File: src/design/kdsl_pkg.sv
// shared types, constants and key code lookup for the key debounce block
`timescale 1ns / 1ps

package kdsl_pkg;

    localparam int MAP_ENTRIES = 12;
    localparam int TABLE_DEPTH = 16;

    localparam logic [7:0]  NO_KEY          = 8'hFF;
    localparam logic [15:0] HOLD_MAX        = 16'hFFFF;
    localparam logic        SCAN_MODE_RST   = 1'b0;
    localparam logic [15:0] LONG_TICKS_RST  = 16'd100;
    localparam logic [15:0] WAKE_TICKS_RST  = 16'd4;

    localparam int CFG_IDX_W  = 2;
    localparam int CFG_DATA_W = 16;

    typedef enum logic [CFG_IDX_W-1:0] {
        CFG_SCAN_MODE  = 2'd0,
        CFG_LONG_TICKS = 2'd1,
        CFG_WAKE_TICKS = 2'd2
    } cfg_idx_t;

    typedef enum logic [1:0] {
        PRESS_NONE  = 2'd0,
        PRESS_SHORT = 2'd1,
        PRESS_LONG  = 2'd2
    } press_t;

    typedef struct packed {
        logic        scan_mode;
        logic [15:0] long_press_ticks;
        logic [15:0] wake_min_ticks;
    } cfg_t;

    // raw touch codes per slot, unused slots hold code zero
    localparam logic [7:0] CODE_TABLE [TABLE_DEPTH] = '{
        8'd31, 8'd59, 8'd62, 8'd47, 8'd55, 8'd61, 8'd0, 8'd0,
        8'd0,  8'd0,  8'd0,  8'd0,  8'd0,  8'd0,  8'd0, 8'd0
    };

    // first matching slot gives index 1..MAP_ENTRIES, else no key
    function automatic logic [7:0] lookup_code(input logic [7:0] code);
        logic [7:0] idx;
        idx = NO_KEY;
        for (int n = MAP_ENTRIES - 1; n >= 0; n--) begin
            if (n < TABLE_DEPTH && CODE_TABLE[n] == code) begin
                idx = 8'(n + 1);
            end
        end
        return idx;
    endfunction

endpackage

File: src/design/kdsl_cfg_regs.sv
// configuration register bank for the key debounce block
`timescale 1ns / 1ps

module kdsl_cfg_regs (
    input  logic                          aclk,
    input  logic                          aresetn,
    input  logic                          cfg_wr_en,
    input  logic [kdsl_pkg::CFG_IDX_W-1:0]  cfg_index,
    input  logic [kdsl_pkg::CFG_DATA_W-1:0] cfg_wdata,
    output kdsl_pkg::cfg_t                cfg
);
    import kdsl_pkg::*;

    cfg_t cfg_reg;
    cfg_t cfg_next;

    always_comb begin
        cfg_next = cfg_reg;
        if (cfg_wr_en) begin
            unique case (cfg_idx_t'(cfg_index))
                CFG_SCAN_MODE:  cfg_next.scan_mode        = cfg_wdata[0];
                CFG_LONG_TICKS: cfg_next.long_press_ticks = cfg_wdata[15:0];
                CFG_WAKE_TICKS: cfg_next.wake_min_ticks   = cfg_wdata[15:0];
                default:        cfg_next = cfg_reg;  // unknown index ignored
            endcase
        end
    end

    always_ff @(posedge aclk) begin
        if (!aresetn) begin
            cfg_reg.scan_mode        <= SCAN_MODE_RST;
            cfg_reg.long_press_ticks <= LONG_TICKS_RST;
            cfg_reg.wake_min_ticks   <= WAKE_TICKS_RST;
        end else begin
            cfg_reg <= cfg_next;
        end
    end

    assign cfg = cfg_reg;

endmodule

File: src/design/kdsl_press_core.sv
// debounce state and short / long press decision for one scan sample
`timescale 1ns / 1ps

module kdsl_press_core (
    input  logic                aclk,
    input  logic                aresetn,
    input  logic                step_en,
    input  logic [7:0]          raw_key,
    input  kdsl_pkg::cfg_t      cfg,
    output kdsl_pkg::press_t    press_event,
    output logic [7:0]          key_index
);
    import kdsl_pkg::*;

    logic [7:0]  prev_sample_reg, prev_sample_next;
    logic [7:0]  stable_key_reg,  stable_key_next;
    logic [15:0] hold_ticks_reg,  hold_ticks_next;
    logic [7:0]  held_index_reg,  held_index_next;
    press_t      event_c;

    always_comb begin
        prev_sample_next = prev_sample_reg;
        stable_key_next  = stable_key_reg;
        hold_ticks_next  = hold_ticks_reg;
        held_index_next  = held_index_reg;
        event_c          = PRESS_NONE;

        if (raw_key != prev_sample_reg) begin
            // sample still bouncing
            prev_sample_next = raw_key;
        end else if (raw_key == NO_KEY) begin
            if (!cfg.scan_mode) begin
                if (stable_key_reg != NO_KEY && hold_ticks_reg < cfg.long_press_ticks) begin
                    event_c = PRESS_SHORT;
                end
                stable_key_next = NO_KEY;
                hold_ticks_next = '0;
            end else if (stable_key_reg != NO_KEY) begin
                // wake mode: release only counts after a long enough hold
                if (hold_ticks_reg > cfg.wake_min_ticks) begin
                    stable_key_next = NO_KEY;
                    hold_ticks_next = '0;
                    event_c         = PRESS_LONG;
                end
            end else begin
                hold_ticks_next = '0;
            end
        end else if (raw_key == stable_key_reg) begin
            if (!cfg.scan_mode && hold_ticks_reg == cfg.long_press_ticks) begin
                hold_ticks_next = '0;
                event_c         = PRESS_LONG;
            end else if (hold_ticks_reg != HOLD_MAX) begin
                hold_ticks_next = hold_ticks_reg + 16'd1;
            end
        end else begin
            // new key, counter deliberately kept
            stable_key_next = raw_key;
            held_index_next = lookup_code(raw_key);
        end
    end

    always_ff @(posedge aclk) begin
        if (!aresetn) begin
            prev_sample_reg <= NO_KEY;
            stable_key_reg  <= NO_KEY;
            hold_ticks_reg  <= '0;
            held_index_reg  <= NO_KEY;
        end else if (step_en) begin
            prev_sample_reg <= prev_sample_next;
            stable_key_reg  <= stable_key_next;
            hold_ticks_reg  <= hold_ticks_next;
            held_index_reg  <= held_index_next;
        end
    end

    assign press_event = event_c;
    assign key_index   = (event_c != PRESS_NONE) ? held_index_reg : NO_KEY;

endmodule

File: src/design/key_debounce_short_long_press.sv
// top level of the touch key debounce and short / long press detector
//
// usage
// - s_ channel: one raw key code per scan tick in s_tdata, 8'hff means no key
// - m_ channel: one result per request: press event (none, short, long) and
//   the mapped key index 1..12, or 8'hff when unmapped or when no event
// - cfg port: scan mode, long press threshold and wake minimum are set via cfg_wr_en /
//   cfg_index / cfg_wdata; user writes only while the block is idle, not enforced
// - path: an accepted request passes the input register, then decision logic
//   into the result register, from which the receiver takes it
// - throughput: one request per cycle while m_tready is high; the debounce
//   state updates as each request moves from the input register to the result register
// - a stalled m_tready holds the result register; the input register still
//   takes one more request, then s_tready drops until the result is taken
// - reset (aresetn low, synchronous) empties both registers, restores the
//   default configuration and clears the debounce state to no key held
`timescale 1ns / 1ps

module key_debounce_short_long_press (
    input  logic                            aclk,
    input  logic                            aresetn,
    // input requests
    input  logic                            s_tvalid,
    output logic                            s_tready,
    input  logic [7:0]                      s_tdata,   // [7:0] raw_key
    // results
    output logic                            m_tvalid,
    input  logic                            m_tready,
    output logic [15:0]                     m_tdata,   // [1:0] press_event, [9:2] key_index
    // configuration writes
    input  logic                            cfg_wr_en,
    input  logic [kdsl_pkg::CFG_IDX_W-1:0]  cfg_index,
    input  logic [kdsl_pkg::CFG_DATA_W-1:0] cfg_wdata
);
    import kdsl_pkg::*;

    cfg_t       cfg;
    press_t     core_event;
    logic [7:0] core_index;

    // input register
    logic       in_valid_reg, in_valid_next;
    logic [7:0] in_key_reg,   in_key_next;

    // result register
    logic       out_valid_reg, out_valid_next;
    press_t     out_event_reg, out_event_next;
    logic [7:0] out_index_reg, out_index_next;

    logic advance;
    logic s_take;

    // move a request on when the result register is free or being emptied
    assign advance  = in_valid_reg && (!out_valid_reg || m_tready);
    assign s_tready = !in_valid_reg || advance;
    assign s_take   = s_tvalid && s_tready;

    kdsl_cfg_regs u_cfg (
        .aclk      (aclk),
        .aresetn   (aresetn),
        .cfg_wr_en (cfg_wr_en),
        .cfg_index (cfg_index),
        .cfg_wdata (cfg_wdata),
        .cfg       (cfg)
    );

    kdsl_press_core u_core (
        .aclk        (aclk),
        .aresetn     (aresetn),
        .step_en     (advance),
        .raw_key     (in_key_reg),
        .cfg         (cfg),
        .press_event (core_event),
        .key_index   (core_index)
    );

    always_comb begin
        in_valid_next = in_valid_reg;
        in_key_next   = in_key_reg;
        if (s_take) begin
            in_valid_next = 1'b1;
            in_key_next   = s_tdata;
        end else if (advance) begin
            in_valid_next = 1'b0;
        end
    end

    always_comb begin
        out_valid_next = out_valid_reg;
        out_event_next = out_event_reg;
        out_index_next = out_index_reg;
        if (advance) begin
            out_valid_next = 1'b1;
            out_event_next = core_event;
            out_index_next = core_index;
        end else if (m_tready) begin
            out_valid_next = 1'b0;
        end
    end

    // control state
    always_ff @(posedge aclk) begin
        if (!aresetn) begin
            in_valid_reg  <= 1'b0;
            out_valid_reg <= 1'b0;
        end else begin
            in_valid_reg  <= in_valid_next;
            out_valid_reg <= out_valid_next;
        end
    end

    // payload, no reset needed
    always_ff @(posedge aclk) begin
        in_key_reg    <= in_key_next;
        out_event_reg <= out_event_next;
        out_index_reg <= out_index_next;
    end

    assign m_tvalid = out_valid_reg;
    assign m_tdata  = {6'd0, out_index_reg, out_event_reg};

endmodule
File: config.mk
export PLATFORM = sky130hd
export DESIGN_NAME = key_debounce_short_long_press
export DESIGN_NICKNAME = d
export VERILOG_FILES = /design/src/design/kdsl_pkg.sv /design/src/design/kdsl_cfg_regs.sv /design/src/design/kdsl_press_core.sv /design/src/design/key_debounce_short_long_press.sv
export SDC_FILE = /design/constraint.sdc
export NUM_CORES = 1
export LEC_CHECK = 0
export ABC_AREA = 0
export BUFFER_PORTS_ARGS = -buffer_cell sky130_fd_sc_hd__buf_2
export CAP_MARGIN = 40
export CORE_AREA = 2 2 102 104
export DETAILED_ROUTE_END_ITERATION = 8
export DIE_AREA = 0 0 104 106
export GPL_TIMING_DRIVEN = 0
export PLACE_DENSITY = 0.74
export SLEW_MARGIN = 20
export SYNTH_ARGS = -nofsm -noshare
export SYNTH_HDL_FRONTEND = slang
export SYNTH_SLANG_ARGS = --single-unit
File: constraint.sdc
create_clock -name aclk -period 2.46 [get_ports aclk]
set_input_delay 0.492 -clock aclk [delete_from_list [all_inputs] [get_ports aclk]]
set_output_delay 0.492 -clock aclk [all_outputs]
set_load 0.01 [all_outputs]
==> results of run 1 <==
-- worst register-to-register path, delay by kind of cell (launching register included) --
family | cells | cell delay, ns
adders and majority gates | 1 | 0.29
and+or+nand+nor | 4 | 1.40
DFF | 1 | 0.40
AOI/OAI and AO/OA | 1 | 0.08
-- kinds of logic after synthesis --
kind of cell,Yosys count
other cells,1
flops,85
buf+inv,81
compound gates,131
fa+ha+maj,33
xor+xnor,19
simple gates,215
mux,10
-- timing repair --
item                                    CTS  global route
gates resized for setup                  10            76
endpoints found under the setup margin   28            37
pin swaps                                 4            21
cloned                                    0             1
endpoints found under the hold margin     0             0
setup buffers                             4            12
-- per-stage QoR --
step	instances	worst slack (ns)
after floorplan	580	0.211
after global placement	757	-0.216
after detailed placement	757	-0.241
after CTS	777	0.00697
after global routing	789	-0.0585
final	789	0.0395
-- cells in the final DEF, fill, tap and decap left out, types with 4 or more instances in the layout --
master / netlist / layout
nand2_1: 105 / 103
nand4_1: 14 / 14
nor2_1: 28 / 28
dfxtp_2: 0 / 23
nor2b_1: 5 / 4
buf_1: 3 / 4
xor2_1: 18 / 18
dfxtp_1: 71 / 42
or3_1: 5 / 5
ha_4: 0 / 12
ha_1: 33 / 21
clkbuf_8: 0 / 9
nand3_1: 8 / 7
and3_1: 13 / 13
mux2i_1: 10 / 10
nor4_2: 0 / 4
buf_2: 9 / 49
inv_1: 42 / 36
o21ai_1: 10 / 10
and2_1: 6 / 6
inv_2: 0 / 6
o211ai_1: 26 / 26
o21ai_0: 9 / 8
edfxtp_1: 14 / 14
buf_4: 11 / 27
nand3b_1: 4 / 4
conb_1: 1 / 6
clkbuf_1: 14 / 13
a21oi_2: 9 / 8
dfxtp_4: 0 / 6
a21oi_1: 49 / 49
-- final cells by class --
class	count	area share
buffer	38	0.0368
inverter	42	0.0265
sequential	85	0.319
clock buffer	10	0.0215
multi-input combinational	414	0.490
clock inverter	6	0.0187
timing repair buffer	58	0.0589
tap	136	0.0286
-- final timing paths --
| path | slack, ns | startpoint | endpoint | depth (start not counted) |
|---|---|---|---|---|
| max | 0.04 | u_core.hold_ticks_reg[7] | out_index_reg[0] | 6 |
| min reg2reg | 0.46 | u_cfg.cfg[6] | u_cfg.cfg[6] | 2 |
| min | 0.30 | s_tdata[1] | in_key_reg[1] | 1 |
| max reg2reg | 0.04 | u_core.hold_ticks_reg[7] | out_index_reg[0] | 6 |
-- power by group through the flow --
stage	registers, mW	logic (mW)	clock network, mW
3_3_place_gp	1.51	0.287	0
6_report	1.48	0.366	1.18
5_1_grt	1.48	0.404	1.26
2_1_floorplan	1.50	0.209	0
3_5_place_dp	1.51	0.297	0
4_1_cts	1.48	0.310	1.19
-- metal layers --
layer	up-vias	share of wire	track usage
met5	-	0	0
li1	2160	-	-
met2	144	0.47	0.340
met4	0	0.024	0.0734
met1	2059	0.45	0.278
met3	27	0.052	0.0368
==> results.json, run 1 <==
{
  "io-pin-count": 49,
  "hold_ws_ns": 0.303,
  "cp_num_buf_inv": 0,
  "clock_skew_ns": 0.0112,
  "seq_power_share": 0.489,
  "cp_top_family": "simple AND/OR/NAND/NOR gates",
  "die_h_um": 106,
  "drv_cap": 0,
  "cts_root_buffer": "clkbuf_8",
  "synth_fa_ha_area_frac": 0.0858,
  "internal-power_mw": 2.28,
  "synthArstFlopShare": 0,
  "drtAntennaViolNets": 0,
  "grt_pass1_vias": 4043,
  "start_util": 0.481,
  "worstSetupPathType": "flop to flop",
  "syn_area_um2": 4810,
  "fillCellCount": 890,
  "viasPerCell": 5.56,
  "final_max_slew_viol_count": 0,
  "power_density_nw_per_um2": 509,
  "peakVddDrop_mv": 0.394,
  "combPwrFrac": 0.121,
  "critPathRequiredTime_ns": 2.57,
  "clk_latency_ns": 0.36,
  "area_growth_syn_to_layout_pct": 23.5,
  "cp-start-kind": "flop",
  "total_power_mw": 3.03,
  "num_vias": 4390,
  "min_period_ns": 2.42,
  "endpoint_kind": "flop",
  "crit_path_max_fanout": 8,
  "drt_iter0_drc": 305,
  "crit_slowest_cell": "or4_4",
  "yosys.area.top_type": "dfxtp_1",
  "arrival_ns": 2.53,
  "cts_buffers": 9,
  "tns_ns": 0,
  "synthTopCellsByArea": "dfxtp_1 30%, edfxtp_1 8.7%, ha_1 8.6%, nand2_1 8.2%, a21oi_1 5.1%",
  "tightest_slew_ns": 0.826,
  "post-route-util": 0.594,
  "wl_per_cell_um": 15.2,
  "ys_top_cells_by_count": "105 x nand2_1, 71 x dfxtp_1, 49 x a21oi_1",
  "ys_warn_count": 0,
  "p_sw_frac": 0.248,
  "overflow": 0,
  "drt-pass1-iter-count": 5,
  "p_leak_nw": 2.31,
  "synth.distinct_cells": 60,
  "cp_slowest_stage_delay_ns": 0.57,
  "synth_xor_area_frac": 0.0346,
  "drc": 0,
  "cts_tree": "built",
  "rows": 37,
  "slew_headroom": 0.445,
  "cts.sinks": 85,
  "htree_num_levels": 3,
  "post-route-period-util": 0.984,
  "diodes": 0,
  "hold_buffers": 0,
  "setup_viol": 0,
  "dpl_cell_area_um2": 5200,
  "finalWirelength_um": 12000,
  "path_cells": "ha_4 > nand4_1 > or4_4 > nor3_2 > a221oi_4 > or3_1",
  "fmax_mhz": 413,
  "track_usage": 0.208,
  "grt_start_max_net_pins": 15,
  "core_area_um2": 10000,
  "die_area_um2": 11000,
  "clockPowerShare": 0.391,
  "status": "finished clean",
  "synthSimpleGateAreaFrac": 0.217,
  "grt_pass1_wl_um": 18900,
  "clk_pin_slew_worst_paths_ns": 0.08,
  "synth_most_common_cell": "nand2_1",
  "synth_mux_area_frac": 0.0208,
  "seq_area_um2": 1890,
  "die_x_um": 104,
  "syn_inst": 575,
  "syn_area_per_cell_um2": 8.37,
  "seq_area_frac_synth": 0.383,
  "hpwl_um": 8380,
  "multi_input_area_um2": 2910,
  "final_nets": 712,
  "antenna_found_initial": 0,
  "synth_top_family_by_area": "simple AND/OR/NAND/NOR gates",
  "clk_path_buf_depth": 2,
  "gp_congestion": 0.872,
  "hold_viol": 0,
  "yosys_register_bits": 85,
  "largest_reg_flops": 33,
  "hold_class": "primary input to flop",
  "fin_area_um2": 5940,
  "synth_top_flop_cell": "dfxtp_1",
  "synth_compound_area_frac": 0.180,
  "yosys.area.top_type_share": 0.295,
  "drive_above_1_share": 0.276,
  "synth-edff-count": 14,
  "port_buffers": 41,
  "switchingPower_mw": 0.751
}
(Power assumes the default switching activity.)
==> run 2: changes to the inputs <==
--- a/config.mk
+++ b/config.mk
@@ -12,7 +12,7 @@
 export DETAILED_ROUTE_END_ITERATION = 8
 export DIE_AREA = 0 0 104 106
 export GPL_TIMING_DRIVEN = 0
-export PLACE_DENSITY = 0.74
+export PLACE_DENSITY = 0.76
 export SLEW_MARGIN = 20
 export SYNTH_ARGS = -nofsm -noshare
 export SYNTH_HDL_FRONTEND = slang
==> constraint.sdc (replaced) <==
create_clock -name aclk -period 2 [get_ports aclk]
set_input_delay 0.4 -clock aclk [delete_from_list [all_inputs] [get_ports aclk]]
set_output_delay 0.4 -clock aclk [all_outputs]
set_load 0.01 [all_outputs]
==> run 2 against run 1 <==
Against the previous run:
- the flow now finishes with violations (negative setup slack)
- fmax shrank 2.7%
- die area unchanged
- total power up 21%
- setup slack worse by 0.53 ns
- wire length rose by 27%
- critical path type unchanged
- final area is 10% higher
- non-clock buffer count is 33 higher
- largest power group unchanged
- sequential cell count is the same
==> results.json, run 2 (synthesis results as in run 1) <==
{
  "status": "finished with violations",
  "violations": "negative setup slack",
  "gp_congestion": 0.885,
  "track_usage": 0.253,
  "p_leak_nw": 2.52,
  "regToRegSetupSlack_ns": -0.49,
  "hpwl_um": 9050,
  "viasPerCell": 5.91,
  "clock_skew_ns": 0.0134,
  "cts.sinks": 85,
  "clk_path_buf_depth": 2,
  "clk_pin_slew_worst_paths_ns": 0.09,
  "reg2reg_depth": 10,
  "final_nets": 745,
  "num_vias": 4854,
  "drtAntennaViolNets": 0,
  "holdPathStages": 1,
  "largest_reg_flops": 33,
  "die_area_um2": 11000,
  "worst_slack_ns": -0.489,
  "overflow": 0,
  "power_density_nw_per_um2": 562,
  "hold_viol": 0,
  "endpoint_kind": "flop",
  "final_cell_mix": "101 x nand2_1, 56 x buf_4, 44 x a21oi_1, 42 x buf_2, 40 x dfxtp_1",
  "drt-pass1-iter-count": 6,
  "dpl_cell_area_um2": 5370,
  "rsz0062_at_grt": "true",
  "hold_end": "in_key_reg[7]",
  "die_x_um": 104,
  "fin_cells": 822,
  "cts_root_buffer": "clkbuf_8",
  "io-pin-count": 49,
  "finalWirelength_um": 15200,
  "combPwrFrac": 0.154,
  "tightest_slew_ns": 0.715,
  "min_period_ns": 2.49,
  "core_area_um2": 10000,
  "drc": 0,
  "rows": 37,
  "cts_tree": "built",
  "drive_above_1_share": 0.369,
  "arrival_ns": 2.74,
  "hold_start": "s_tdata[7]",
  "seq_power_share": 0.493,
  "drv_cap": 0,
  "slew_headroom": 0.521,
  "final_common_cell": "nand2_1",
  "port_buffers": 41,
  "crit_path_max_fanout": 4,
  "diodes": 0,
  "place_inst": 757,
  "grt_pass1_vias": 4595,
  "htree_num_levels": 3,
  "start_util": 0.481,
  "cp-start-kind": "flop",
  "peakVddDrop_mv": 0.384,
  "cts_buffers": 9,
  "clk_latency_ns": 0.37,
  "timing.rr.end": "u_core.hold_ticks_reg[9]",
  "total_power_mw": 3.68,
  "antenna_found_initial": 0,
  "p_sw_frac": 0.273,
  "grt_pass1_wl_um": 22400,
  "timing.rr.start": "u_cfg.cfg[27]",
  "drt_iter0_drc": 507,
  "hold_ws_ns": 0.196,
  "post-route-period-util": 1.24,
  "fmax_mhz": 402,
  "critPathRequiredTime_ns": 2.25,
  "fin_area_um2": 6540,
  "clockPowerShare": 0.353,
  "wl_per_cell_um": 18.5,
  "grt_start_max_net_pins": 15,
  "hold_class": "primary input to flop",
  "setup_viol": 31,
  "area_growth_syn_to_layout_pct": 36.0,
  "die_h_um": 106,
  "worstSetupPathType": "flop to flop",
  "internal-power_mw": 2.67,
  "setup.worst_path.start": "u_cfg.cfg[27]",
  "switchingPower_mw": 1.00,
  "final_max_slew_viol_count": 0
}
==> run 2: per-layer routing <==
layer,part of all wire,global-route usage,up-vias
met1,0.40,0.308,2308
met3,0.069,0.0466,70
li1,-,-,2226
met4,0.041,0.117,0
met2,0.49,0.436,250
met5,0,0,-
==> run 2: worst max-delay path: stages, from the launching register on <==
cell	delay (ns)
dfxtp_2	0.35
inv_2	0.05
ha_4	0.27
nand4_1	0.13
or4_4	0.58
buf_6	0.16
o211ai_1	0.28
buf_4	0.21
a31oi_1	0.04
a32oi_1	0.22
nand2_1	0.09
==> run 2: metrics by stage <==
step           TNS (ns)   util  setup slack, ns
5_1_grt          -11.52  0.654           -0.495
4_1_cts           -6.10  0.621           -0.281
2_1_floorplan     -3.99      -           -0.189
3_3_place_gp     -13.80  0.537           -0.517
3_5_place_dp     -15.49  0.537           -0.541
6_report          -9.96  0.654           -0.489
==> run 2: power by group through the flow <==
stage	logic (mW)	clock network [mW]	registers, mW
after global placement	0.368	0	1.86
after CTS	0.486	1.29	1.81
after detailed placement	0.385	0	1.86
final	0.566	1.30	1.81
after floorplan	0.271	0	1.85
after global routing	0.606	1.36	1.82
==> run 2: cell type report <==
type,instances,area [um^2]
multi-input combinational,414,3210
sequential,85,1920
buffer,35,239
fill,782,3460
clock inverter,3,43.8
inverter,42,158
clock buffer,13,159
timing repair buffer,94,649
tap,136,170
==> run 2: timing repair <==
item | 4_1_cts | 5_1_grt
pin swaps | 31 | 19
gates resized for setup | 94 | 50
setup buffers | 35 | 17
hold buffers | 0 | 0
setup endpoints to repair | 42 | 42
gates cloned | 2 | 0
==> run 2: worst max path at each step <==
stage	depth (start not counted)	slack (ns)	endpoint
floorplan	10	-0.19	u_core.hold_ticks_reg[14]
global placement	7	-0.52	out_index_reg[0]
detailed placement	7	-0.54	out_index_reg[2]
CTS	9	-0.28	u_core.hold_ticks_reg[11]
global route	10	-0.49	u_core.hold_ticks_reg[9]
finish	10	-0.49	u_core.hold_ticks_reg[9]
